`src/hdl/spt_pkg.sv`:
```
// shared types and constants for the sparse polynomial term table
`timescale 1ns / 1ps

package spt_pkg;

   localparam int unsigned MAX_TERMS = 16;
   localparam int unsigned IDX_W     = (MAX_TERMS > 1) ? $clog2(MAX_TERMS) : 1;
   localparam int unsigned CNT_W     = 5;
   localparam int unsigned COEFF_W   = 32;
   localparam int unsigned EXP_W     = 6;
   localparam int unsigned ENTRY_W   = COEFF_W + EXP_W;

   typedef enum logic [2:0] {
      CMD_APPEND = 3'd0,
      CMD_SET    = 3'd1,
      CMD_GET    = 3'd2,
      CMD_EVAL   = 3'd3,
      CMD_CLEAR  = 3'd4
   } spt_op_type;

   typedef enum logic [2:0] {
      ST_IDLE,
      ST_DECODE,
      ST_FETCH,
      ST_POW,
      ST_TERM,
      ST_SUM,
      ST_DONE
   } spt_state_type;

   typedef struct packed {
      logic [2:0]                cmd;
      logic signed [COEFF_W-1:0] coeff_in;
      logic [EXP_W-1:0]          exponent;
      logic signed [COEFF_W-1:0] point;
   } spt_req_type;

   typedef struct packed {
      logic signed [COEFF_W-1:0] value;
      logic [EXP_W-1:0]          degree;
      logic [CNT_W-1:0]          term_count;
      logic                      status;
   } spt_rsp_type;

   // controller to datapath
   typedef struct packed {
      logic capture;
      logic clear_tbl;
      logic append;
      logic write_hit;
      logic rd_first;
      logic rd_next;
      logic load_term;
      logic pow_mul;
      logic pow_sq;
      logic term_mul;
      logic sum_add;
      logic take_value;
      logic status_full;
      logic load_out;
   } spt_cmd_type;

   // datapath to controller
   typedef struct packed {
      logic count_zero;
      logic full;
      logic match;
      logic last;
      logic e_zero;
      logic e_bit0;
   } spt_stat_type;

endpackage

```
`src/hdl/sparse_polynomial_term_table.sv`:
```
// Sparse polynomial term table: top level.
// One transaction at a time; the next is accepted the cycle after the result register loads.
// Append and clear pass through decode to the result register; get and set walk
// the stored terms from the first until a match or the end of the table.
// Evaluate runs square and multiply for each stored term and sums the terms.
// Synchronous active-high reset empties the table; stored entries are not cleared.
`timescale 1ns / 1ps

// evaluate runs square and multiply on the single shared 32x32 multiplier; a result that
// is not taken holds the next transaction in its done state
module sparse_polynomial_term_table
   import spt_pkg::*;
(
   input  logic        clock,
   input  logic        reset,
   input  logic        req_valid,
   output logic        req_ready,
   input  spt_req_type req_payload,
   output logic        rsp_valid,
   input  logic        rsp_ready,
   output spt_rsp_type rsp_payload
);

   spt_cmd_type  ctl;
   spt_stat_type stat;

   spt_ctrl u_ctrl (
      .clock     (clock),
      .reset     (reset),
      .req_valid (req_valid),
      .req_cmd   (req_payload.cmd),
      .req_ready (req_ready),
      .rsp_valid (rsp_valid),
      .rsp_ready (rsp_ready),
      .stat      (stat),
      .ctl       (ctl)
   );

   spt_dp u_dp (
      .clock       (clock),
      .reset       (reset),
      .req_payload (req_payload),
      .ctl         (ctl),
      .stat        (stat),
      .rsp_payload (rsp_payload)
   );

endmodule

```
`src/hdl/spt_ram.sv`:
```
// generic single-port-write ram with registered read
`timescale 1ns / 1ps

module spt_ram #(
   parameter int unsigned WIDTH = 8,
   parameter int unsigned DEPTH = 16
) (
   input  logic                                       clock,
   input  logic                                       wr_en,
   input  logic [(DEPTH > 1 ? $clog2(DEPTH) : 1)-1:0] wr_addr,
   input  logic [WIDTH-1:0]                           wr_data,
   input  logic                                       rd_en,
   input  logic [(DEPTH > 1 ? $clog2(DEPTH) : 1)-1:0] rd_addr,
   output logic [WIDTH-1:0]                           rd_data
);

   logic [WIDTH-1:0] mem_ff [DEPTH];
   logic [WIDTH-1:0] rd_data_ff;

   always_ff @(posedge clock) begin
      if (wr_en) begin
         mem_ff[wr_addr] <= wr_data;
      end
      if (rd_en) begin
         rd_data_ff <= mem_ff[rd_addr];
      end
   end

   assign rd_data = rd_data_ff;

endmodule

```
`src/hdl/spt_dp.sv`:
```
// datapath: term store, shared multiplier, counters and result register
`timescale 1ns / 1ps

module spt_dp
   import spt_pkg::*;
(
   input  logic         clock,
   input  logic         reset,
   input  spt_req_type  req_payload,
   input  spt_cmd_type  ctl,
   output spt_stat_type stat,
   output spt_rsp_type  rsp_payload
);

   logic [COEFF_W-1:0] coeff_ff, coeff_in;
   logic [EXP_W-1:0]   exp_ff, exp_in;
   logic [COEFF_W-1:0] point_ff, point_in;
   logic [IDX_W-1:0]   idx_ff, idx_in;
   logic [CNT_W-1:0]   count_ff, count_in;
   logic [EXP_W-1:0]   degree_ff, degree_in;
   logic               status_ff, status_in;
   logic [COEFF_W-1:0] value_ff, value_in;
   logic [COEFF_W-1:0] acc_ff, acc_in;
   logic [COEFF_W-1:0] base_ff, base_in;
   logic [EXP_W-1:0]   pexp_ff, pexp_in;
   logic [COEFF_W-1:0] tcoeff_ff, tcoeff_in;
   spt_rsp_type        out_ff, out_in;

   logic [IDX_W-1:0]   idx_next;
   logic               wr_en;
   logic [IDX_W-1:0]   wr_addr;
   logic [ENTRY_W-1:0] wr_data;
   logic               rd_en;
   logic [IDX_W-1:0]   rd_addr;
   logic [ENTRY_W-1:0] rd_data;
   logic [COEFF_W-1:0] rd_coeff;
   logic [EXP_W-1:0]   rd_exp;
   logic [COEFF_W-1:0] mul_a, mul_b, mul_p;

   assign idx_next = IDX_W'(idx_ff + 1'b1);
   assign rd_coeff = rd_data[ENTRY_W-1:EXP_W];
   assign rd_exp   = rd_data[EXP_W-1:0];

   // term store: coefficient and exponent side by side
   assign wr_en   = ctl.append | ctl.write_hit;
   assign wr_addr = ctl.write_hit ? idx_ff : count_ff[IDX_W-1:0];
   assign wr_data = {coeff_ff, exp_ff};
   assign rd_en   = ctl.rd_first | ctl.rd_next;
   assign rd_addr = ctl.rd_first ? '0 : idx_next;

   spt_ram #(
      .WIDTH (ENTRY_W),
      .DEPTH (MAX_TERMS)
   ) u_ram (
      .clock   (clock),
      .wr_en   (wr_en),
      .wr_addr (wr_addr),
      .wr_data (wr_data),
      .rd_en   (rd_en),
      .rd_addr (rd_addr),
      .rd_data (rd_data)
   );

   // one shared multiplier, low word only
   always_comb begin
      mul_a = acc_ff;
      mul_b = base_ff;
      if (ctl.pow_sq) begin
         mul_a = base_ff;
      end else if (ctl.term_mul) begin
         mul_b = tcoeff_ff;
      end
   end
   assign mul_p = mul_a * mul_b;

   always_comb begin
      coeff_in  = coeff_ff;
      exp_in    = exp_ff;
      point_in  = point_ff;
      idx_in    = idx_ff;
      count_in  = count_ff;
      degree_in = degree_ff;
      status_in = status_ff;
      value_in  = value_ff;
      acc_in    = acc_ff;
      base_in   = base_ff;
      pexp_in   = pexp_ff;
      tcoeff_in = tcoeff_ff;
      out_in    = out_ff;

      if (ctl.capture) begin
         coeff_in  = req_payload.coeff_in;
         exp_in    = req_payload.exponent;
         point_in  = req_payload.point;
         value_in  = '0;
         status_in = 1'b0;
      end
      if (ctl.clear_tbl) begin
         count_in  = '0;
         degree_in = '0;
      end
      if (ctl.append) begin
         count_in = CNT_W'(count_ff + 1'b1);
         if (exp_ff > degree_ff) begin
            degree_in = exp_ff;
         end
      end
      if (ctl.status_full) begin
         status_in = 1'b1;
      end
      if (ctl.rd_first) begin
         idx_in = '0;
      end else if (ctl.rd_next) begin
         idx_in = idx_next;
      end
      if (ctl.load_term) begin
         acc_in    = COEFF_W'(1);
         base_in   = point_ff;
         pexp_in   = rd_exp;
         tcoeff_in = rd_coeff;
      end
      // square and multiply, low exponent bit first
      if (ctl.pow_mul) begin
         acc_in     = mul_p;
         pexp_in[0] = 1'b0;
      end
      if (ctl.pow_sq) begin
         base_in = mul_p;
         pexp_in = pexp_ff >> 1;
      end
      if (ctl.term_mul) begin
         acc_in = mul_p;
      end
      if (ctl.sum_add) begin
         value_in = value_ff + acc_ff;
      end
      if (ctl.take_value) begin
         value_in = rd_coeff;
      end
      if (ctl.load_out) begin
         out_in.value      = value_ff;
         out_in.degree     = degree_ff;
         out_in.term_count = count_ff;
         out_in.status     = status_ff;
      end
   end

   always_ff @(posedge clock) begin
      if (reset) begin
         count_ff  <= '0;
         degree_ff <= '0;
      end else begin
         count_ff  <= count_in;
         degree_ff <= degree_in;
      end
   end

   always_ff @(posedge clock) begin
      coeff_ff  <= coeff_in;
      exp_ff    <= exp_in;
      point_ff  <= point_in;
      idx_ff    <= idx_in;
      status_ff <= status_in;
      value_ff  <= value_in;
      acc_ff    <= acc_in;
      base_ff   <= base_in;
      pexp_ff   <= pexp_in;
      tcoeff_ff <= tcoeff_in;
      out_ff    <= out_in;
   end

   assign stat.count_zero = (count_ff == '0);
   assign stat.full       = (count_ff == CNT_W'(MAX_TERMS));
   assign stat.match      = (rd_exp == exp_ff);
   assign stat.last       = ((CNT_W'(idx_ff) + CNT_W'(1)) == count_ff);
   assign stat.e_zero     = (pexp_ff == '0);
   assign stat.e_bit0     = pexp_ff[0];

   assign rsp_payload = out_ff;

endmodule

```
`src/hdl/spt_ctrl.sv`:
```
// controller: command sequencing and result handshake
`timescale 1ns / 1ps

module spt_ctrl
   import spt_pkg::*;
(
   input  logic         clock,
   input  logic         reset,
   input  logic         req_valid,
   input  logic [2:0]   req_cmd,
   output logic         req_ready,
   output logic         rsp_valid,
   input  logic         rsp_ready,
   input  spt_stat_type stat,
   output spt_cmd_type  ctl
);

   spt_state_type state_ff, state_in;
   logic [2:0]    op_ff, op_in;
   logic          rsp_valid_ff, rsp_valid_in;

   always_ff @(posedge clock) begin
      if (reset) begin
         state_ff     <= ST_IDLE;
         op_ff        <= '0;
         rsp_valid_ff <= 1'b0;
      end else begin
         state_ff     <= state_in;
         op_ff        <= op_in;
         rsp_valid_ff <= rsp_valid_in;
      end
   end

   always_comb begin
      state_in  = state_ff;
      op_in     = op_ff;
      ctl       = '0;
      req_ready = 1'b0;

      unique case (state_ff)
         ST_IDLE: begin
            req_ready = 1'b1;
            if (req_valid) begin
               ctl.capture = 1'b1;
               op_in       = req_cmd;
               state_in    = ST_DECODE;
            end
         end
         ST_DECODE: begin
            state_in = ST_DONE;
            unique case (op_ff)
               CMD_APPEND: begin
                  ctl.append      = ~stat.full;
                  ctl.status_full = stat.full;
               end
               CMD_SET: begin
                  if (stat.count_zero) begin
                     ctl.append = 1'b1;
                  end else begin
                     ctl.rd_first = 1'b1;
                     state_in     = ST_FETCH;
                  end
               end
               CMD_GET, CMD_EVAL: begin
                  if (!stat.count_zero) begin
                     ctl.rd_first = 1'b1;
                     state_in     = ST_FETCH;
                  end
               end
               CMD_CLEAR: begin
                  ctl.clear_tbl = 1'b1;
               end
               default: begin
               end
            endcase
         end
         ST_FETCH: begin
            // read data for the current entry is valid here
            state_in = ST_DONE;
            unique case (op_ff)
               CMD_EVAL: begin
                  ctl.load_term = 1'b1;
                  state_in      = ST_POW;
               end
               CMD_SET: begin
                  if (stat.match) begin
                     ctl.write_hit = 1'b1;
                  end else if (stat.last) begin
                     ctl.append      = ~stat.full;
                     ctl.status_full = stat.full;
                  end else begin
                     ctl.rd_next = 1'b1;
                     state_in    = ST_FETCH;
                  end
               end
               CMD_GET: begin
                  if (stat.match) begin
                     ctl.take_value = 1'b1;
                  end else if (!stat.last) begin
                     ctl.rd_next = 1'b1;
                     state_in    = ST_FETCH;
                  end
               end
               default: begin
               end
            endcase
         end
         ST_POW: begin
            if (stat.e_zero) begin
               state_in = ST_TERM;
            end else if (stat.e_bit0) begin
               ctl.pow_mul = 1'b1;
            end else begin
               ctl.pow_sq = 1'b1;
            end
         end
         ST_TERM: begin
            ctl.term_mul = 1'b1;
            state_in     = ST_SUM;
         end
         ST_SUM: begin
            ctl.sum_add = 1'b1;
            if (stat.last) begin
               state_in = ST_DONE;
            end else begin
               ctl.rd_next = 1'b1;
               state_in    = ST_FETCH;
            end
         end
         ST_DONE: begin
            // hand off once the output register is free
            if (!rsp_valid_ff || rsp_ready) begin
               ctl.load_out = 1'b1;
               state_in     = ST_IDLE;
            end
         end
         default: begin
            state_in = ST_IDLE;
         end
      endcase
   end

   always_comb begin
      rsp_valid_in = rsp_valid_ff;
      if (ctl.load_out) begin
         rsp_valid_in = 1'b1;
      end else if (rsp_ready) begin
         rsp_valid_in = 1'b0;
      end
   end

   assign rsp_valid = rsp_valid_ff;

endmodule
```
`config.mk`:
```
export PLATFORM = sky130hd
export DESIGN_NAME = sparse_polynomial_term_table
export DESIGN_NICKNAME = d
export VERILOG_FILES = /design/src/hdl/spt_pkg.sv /design/src/hdl/sparse_polynomial_term_table.sv /design/src/hdl/spt_ram.sv /design/src/hdl/spt_dp.sv /design/src/hdl/spt_ctrl.sv
export SDC_FILE = /design/constraint.sdc
export NUM_CORES = 2
export LEC_CHECK = 0
export BUFFER_PORTS_ARGS = -buffer_cell sky130_fd_sc_hd__buf_2
export CAP_MARGIN = 0
export CORE_ASPECT_RATIO = 1.1
export CORE_MARGIN = 5
export CORE_UTILIZATION = 36
export DETAILED_ROUTE_END_ITERATION = 12
export PLACE_DENSITY_LB_ADDON = 0.08
export SYNTH_ARGS = -nofsm -noshare
export SYNTH_HDL_FRONTEND = slang
export SYNTH_HIERARCHICAL = 1
export SYNTH_SLANG_ARGS = --single-unit
```
`constraint.sdc`:
```
create_clock -name clock -period 12.8 [get_ports clock]
set_input_delay 1.28 -clock clock [delete_from_list [all_inputs] [get_ports clock]]
set_output_delay 1.28 -clock clock [all_outputs]
set_load 0.01 [all_outputs]
```
==> impl_results.rst <==
.. list-table::
   :header-rows: 1

   * - Metric
     - Value
   * - Result of the run
     - finished clean
   * - Quantity of I/O buffers inserted on ports
     - 122
   * - Syn Inst Count
     - 3617
   * - Number of flip-flops and latches in the synthesized netlist
     - 917
   * - Final min period
     - between 10000 and 15000 ps
   * - Measured slew at the worst slew-check pin
     - 1190 ps
   * - Accumulated negative setup slack
     - 0 ps
   * - Finish-stage setup viols
     - 0
   * - Maximum root-to-sink buffer count
     - 3
   * - Maximum Capacitance Violations
     - 0
   * - Count of vias placed by the detailed router
     - 29383
   * - Fraction of layout instances using a drive strength above 1
     - between 10% and 20%
   * - Clk slew on worst S/H paths
     - 80 ps
   * - Post-Synthesis Mean Instance Area
     - 14.3 µm²
   * - H-Tree Level Count
     - 3
   * - GRT Total Usage
     - 20.6%
   * - PostCTS Resize Cnt
     - 0
   * - Chip height
     - 407 µm
   * - Final estimated routing congestion in global placement
     - 0.856
   * - Fin Clk Skew
     - 80.0 ps
   * - Post-synthesis adder-cell area fraction
     - between 10% and 20%
   * - Mux cell area share after synthesis
     - under 10%
   * - Worst R2R Start
     - u_dp/pexp_ff[3]$_DFFE_PP_
   * - Number of warning messages in the yosys log
     - 6
   * - Area growth from synthesis to layout
     - 12.8%
   * - First-pass iteration count of the detailed router
     - 5
   * - Total number of nets in the final design
     - 4437
   * - Vias in the first global route
     - 31632
   * - Critical path class
     - flop to flop
   * - Capturing element type of the critical path
     - flop
   * - Data arrival time of the worst path
     - 11300 ps
   * - Most used DFF post-synth
     - edfxtp_1
   * - Die ar.
     - 151000 µm²
   * - CTS tree
     - done
   * - HPWL Detailed
     - 106000 µm
   * - Number of flops mapped to enable cells by yosys
     - about 890
   * - Xor and xnor area share after synthesis
     - under 10%
   * - Number of placed I/O pins
     - 123
   * - Remaining number of nets flagged by the antenna check after routing
     - 0
   * - Fraction of synthesis flops using an asynchronous set or reset pin
     - 0%
   * - Aggregate routed wire length
     - 154000 µm
   * - Fin. Hold Viols
     - 0
   * - Total CTS buffers
     - 102
   * - Iteration-0 DRC Markers
     - ~1900
   * - First-pass GRT wire length
     - roughly 230000 µm
   * - Required arrival time at the worst endpoint
     - 13330 ps
   * - Wirelength per Cell
     - between 20 and 30 µm
   * - Post-synth net total
     - 4266
   * - Number of buffers inserted by hold repair at cts
     - 0
   * - Min-delay worst type
     - flop to flop
   * - RSZ-0062 raised after global routing
     - no
   * - Share of the synthesized area in the top cell type
     - 52.0%
   * - Largest net degree at the start of global routing
     - 102
   * - Number of distinct library cells after synthesis
     - 76
   * - Worst setup slack after placement
     - around 2000 ps
   * - Initial antenna violation count
     - 8
   * - Slowest CP cell
     - mux2i_2
   * - Slowest cell delay on critical path
     - 980 ps
   * - Setup slack of the most critical reg-to-reg path
     - 2030 ps
   * - Ranking of synthesized cells by area
     - edfxtp_1, fa_1, mux4_2, ha_1, inv_1
   * - Compound-cell area share of the yosys netlist
     - 3.99%
   * - Post-Synth Simple-Gate Area
     - 7.03%
   * - Clock Root Buffer
     - clkbuf_16
   * - Largest family of logic cells by synthesized area
     - adder cells
   * - Clock latency of the later-clocked register in the worst-skew pair
     - 720 ps
   * - Most common cell on crit path
     - fa_1
   * - Setup Buffers After CTS
     - 0
   * - Endpoint of the worst register-to-register path
     - u_dp/base_ff[25]$_DFFE_PP_
   * - Row count
     - 145
   * - Peak Freq
     - just over 90 MHz
   * - Kind of launch point of the worst setup path
     - flop
   * - Largest fanout of any net on the critical path
     - 21
   * - Initial Utilization
     - 36.3%
   * - Residual DRC count
     - 0
   * - Width of the die
     - 371 µm
   * - Sinks on the clock net
     - about 900
   * - Worst Setup Slack, final
     - roughly 2000 ps
   * - Slew headroom
     - roughly 18%
   * - Portion of the clock cycle consumed by the worst path in the final layout
     - 84.2%
   * - Max-slew violations
     - 0
   * - Core area
     - 142000 µm²
   * - Congestion Overflow GR
     - 0
   * - Register area share after synthesis
     - 52.9%
   * - Detail-routed via count per cell
     - just over 5
   * - Worst setup path endpoint
     - u_dp/base_ff[25]$_DFFE_PP_
   * - Logic depth of the worst register-to-register path
     - 29
   * - Launch point of the worst path
     - u_dp/pexp_ff[3]$_DFFE_PP_
   * - Cell type with the largest total area after synthesis
     - edfxtp_1
   * - Cell Area, Synth
     - 51600 µm²
[routing by layer]
metal	track usage (%)	vias up	wire length, µm
met3	1.90	168	4900
li1	-	13015	-
met1	27.0	15656	65700
met5	0	-	0
met2	36.3	544	79000
met4	5.98	0	4470
[flip-flops by register name, indices dropped and copies added, names as in the netlist, 5 cells and up]
name                flops
u_dp/point_ff          32
u_dp/base_ff           32
u_dp/count_ff           5
u_dp/degree_ff          6
u_dp/value_ff          32
u_dp/exp_ff             6
u_dp/rsp_payload       44
u_dp/coeff_ff          32
u_dp/u_ram/rd_data     38
u_dp/tcoeff_ff         32
u_dp/acc_ff            32
u_dp/pexp_ff            6
u_dp/u_ram/mem_ff     608
[critical path, delay by kind of cell (launching register included)]
family	cells	cell delay, ps
adders and majority gates	9	4350
DFF	1	380
AOI/OAI and AO/OA	6	1980
muxes	2	1190
buffers and inverters	4	530
and+or+nand+nor	8	2150
[cells by family (layout without fill, tap and decap cells)]
group | Yosys count | in the layout
buffers and inverters | 545 | 802
flip-flops | 917 | 917
multiplexers | 295 | 295
XOR/XNOR | 128 | 128
other | 0 | 2
adder cells (fa/ha/maj) | 572 | 572
AO/OA/AOI/OAI | 314 | 314
AND/OR/NAND/NOR | 846 | 846
[cell usage in the layout (no fill, tap or decap), types with 6 or more instances in the layout]
cell and instances:
a21o_1 34, a21oi_1 65, a22oi_1 76, and2_1 10
and3_1 7, buf_2 122, buf_4 84, bufinv_16 9
clkbuf_1 20, clkbuf_16 102, clkinv_1 22, clkinv_2 20
clkinvlp_4 6, dfxtp_1 24, edfxtp_1 893, fa_1 409
ha_1 163, inv_1 404, mux2_2 71, mux2_4 6
mux2i_1 41, mux2i_2 19, mux2i_4 6, mux4_2 152
nand2_1 266, nand2b_1 42, nand3_1 17, nand4_1 6
nor2_1 379, nor2_4 14, nor2b_1 33, nor3_1 20
o21a_1 11, o21ai_0 67, o21bai_1 9, or2_2 12
xnor2_1 88, xor2_1 38
[cells in the mapped netlist, types with 7 or more instances]
| library cell | instances |
|---|---|
| a21o_1 | 34 |
| a21oi_1 | 65 |
| a22oi_1 | 76 |
| and2_1 | 12 |
| and3_1 | 7 |
| buf_1 | 8 |
| buf_2 | 21 |
| buf_6 | 14 |
| clkbuf_1 | 94 |
| dfxtp_1 | 24 |
| edfxtp_1 | 893 |
| fa_1 | 409 |
| ha_1 | 163 |
| inv_1 | 404 |
| mux2_2 | 71 |
| mux2i_1 | 54 |
| mux2i_2 | 8 |
| mux4_2 | 152 |
| nand2_1 | 266 |
| nand2b_1 | 42 |
| nand3_1 | 17 |
| nor2_1 | 394 |
| nor2b_1 | 38 |
| nor3_1 | 25 |
| o21a_1 | 11 |
| o21ai_0 | 68 |
| o21bai_1 | 9 |
| or2_2 | 12 |
| xnor2_1 | 88 |
| xor2_1 | 38 |
[worst min-delay path by stage]
stage,endpoint,start,slack (ps),cells past startpoint
5_1_grt,u_dp/rsp_payload[26]$_DFFE_PP_,u_dp/value_ff[14]$_DFFE_PP_,460,0
2_1_floorplan,u_dp/rsp_payload[4]$_DFFE_PP_,u_dp/count_ff[3]$_SDFFE_PP0P_,410,0
3_3_place_gp,u_dp/tcoeff_ff[13]$_DFFE_PP_,u_dp/u_ram/rd_data[19]$_DFFE_PP_,430,0
3_5_place_dp,u_dp/rsp_payload[10]$_DFFE_PP_,u_dp/degree_ff[4]$_SDFF_PP0_,420,0
6_report,u_dp/rsp_payload[26]$_DFFE_PP_,u_dp/value_ff[14]$_DFFE_PP_,430,0
4_1_cts,u_dp/rsp_payload[10]$_DFFE_PP_,u_dp/degree_ff[4]$_SDFF_PP0_,440,0
[metrics by stage]
| step | instances | area [µm²] | hold slack, ps | utilization [%] |
|---|---|---|---|---|
| 2_1_floorplan | 3617 | 51600 | 406 | - |
| 3_3_place_gp | 5595 | 54900 | 430 | 38.6 |
| 3_5_place_dp | 5595 | 54900 | 423 | 38.6 |
| 4_1_cts | 5785 | 58200 | 439 | 40.9 |
| 5_1_grt | 5785 | 58200 | 459 | 40.9 |
| 6_report | 5787 | 58200 | 431 | 40.9 |
[area by class of cell]
class                   count  area (µm²)
well taps                1911        2390
repair buffers            208        1280
clock buffers             122        2630
inverters                 404        1520
flip-flops and latches    917       27300
clock inverters            68         724
diodes                      2        5.00
fillers                 13389       84000
multi-input cells        2155       22400
Power is left out: the tool's default activity adds up to more than one toggle a clock period on the data nets, which glitch-free logic cannot reach.
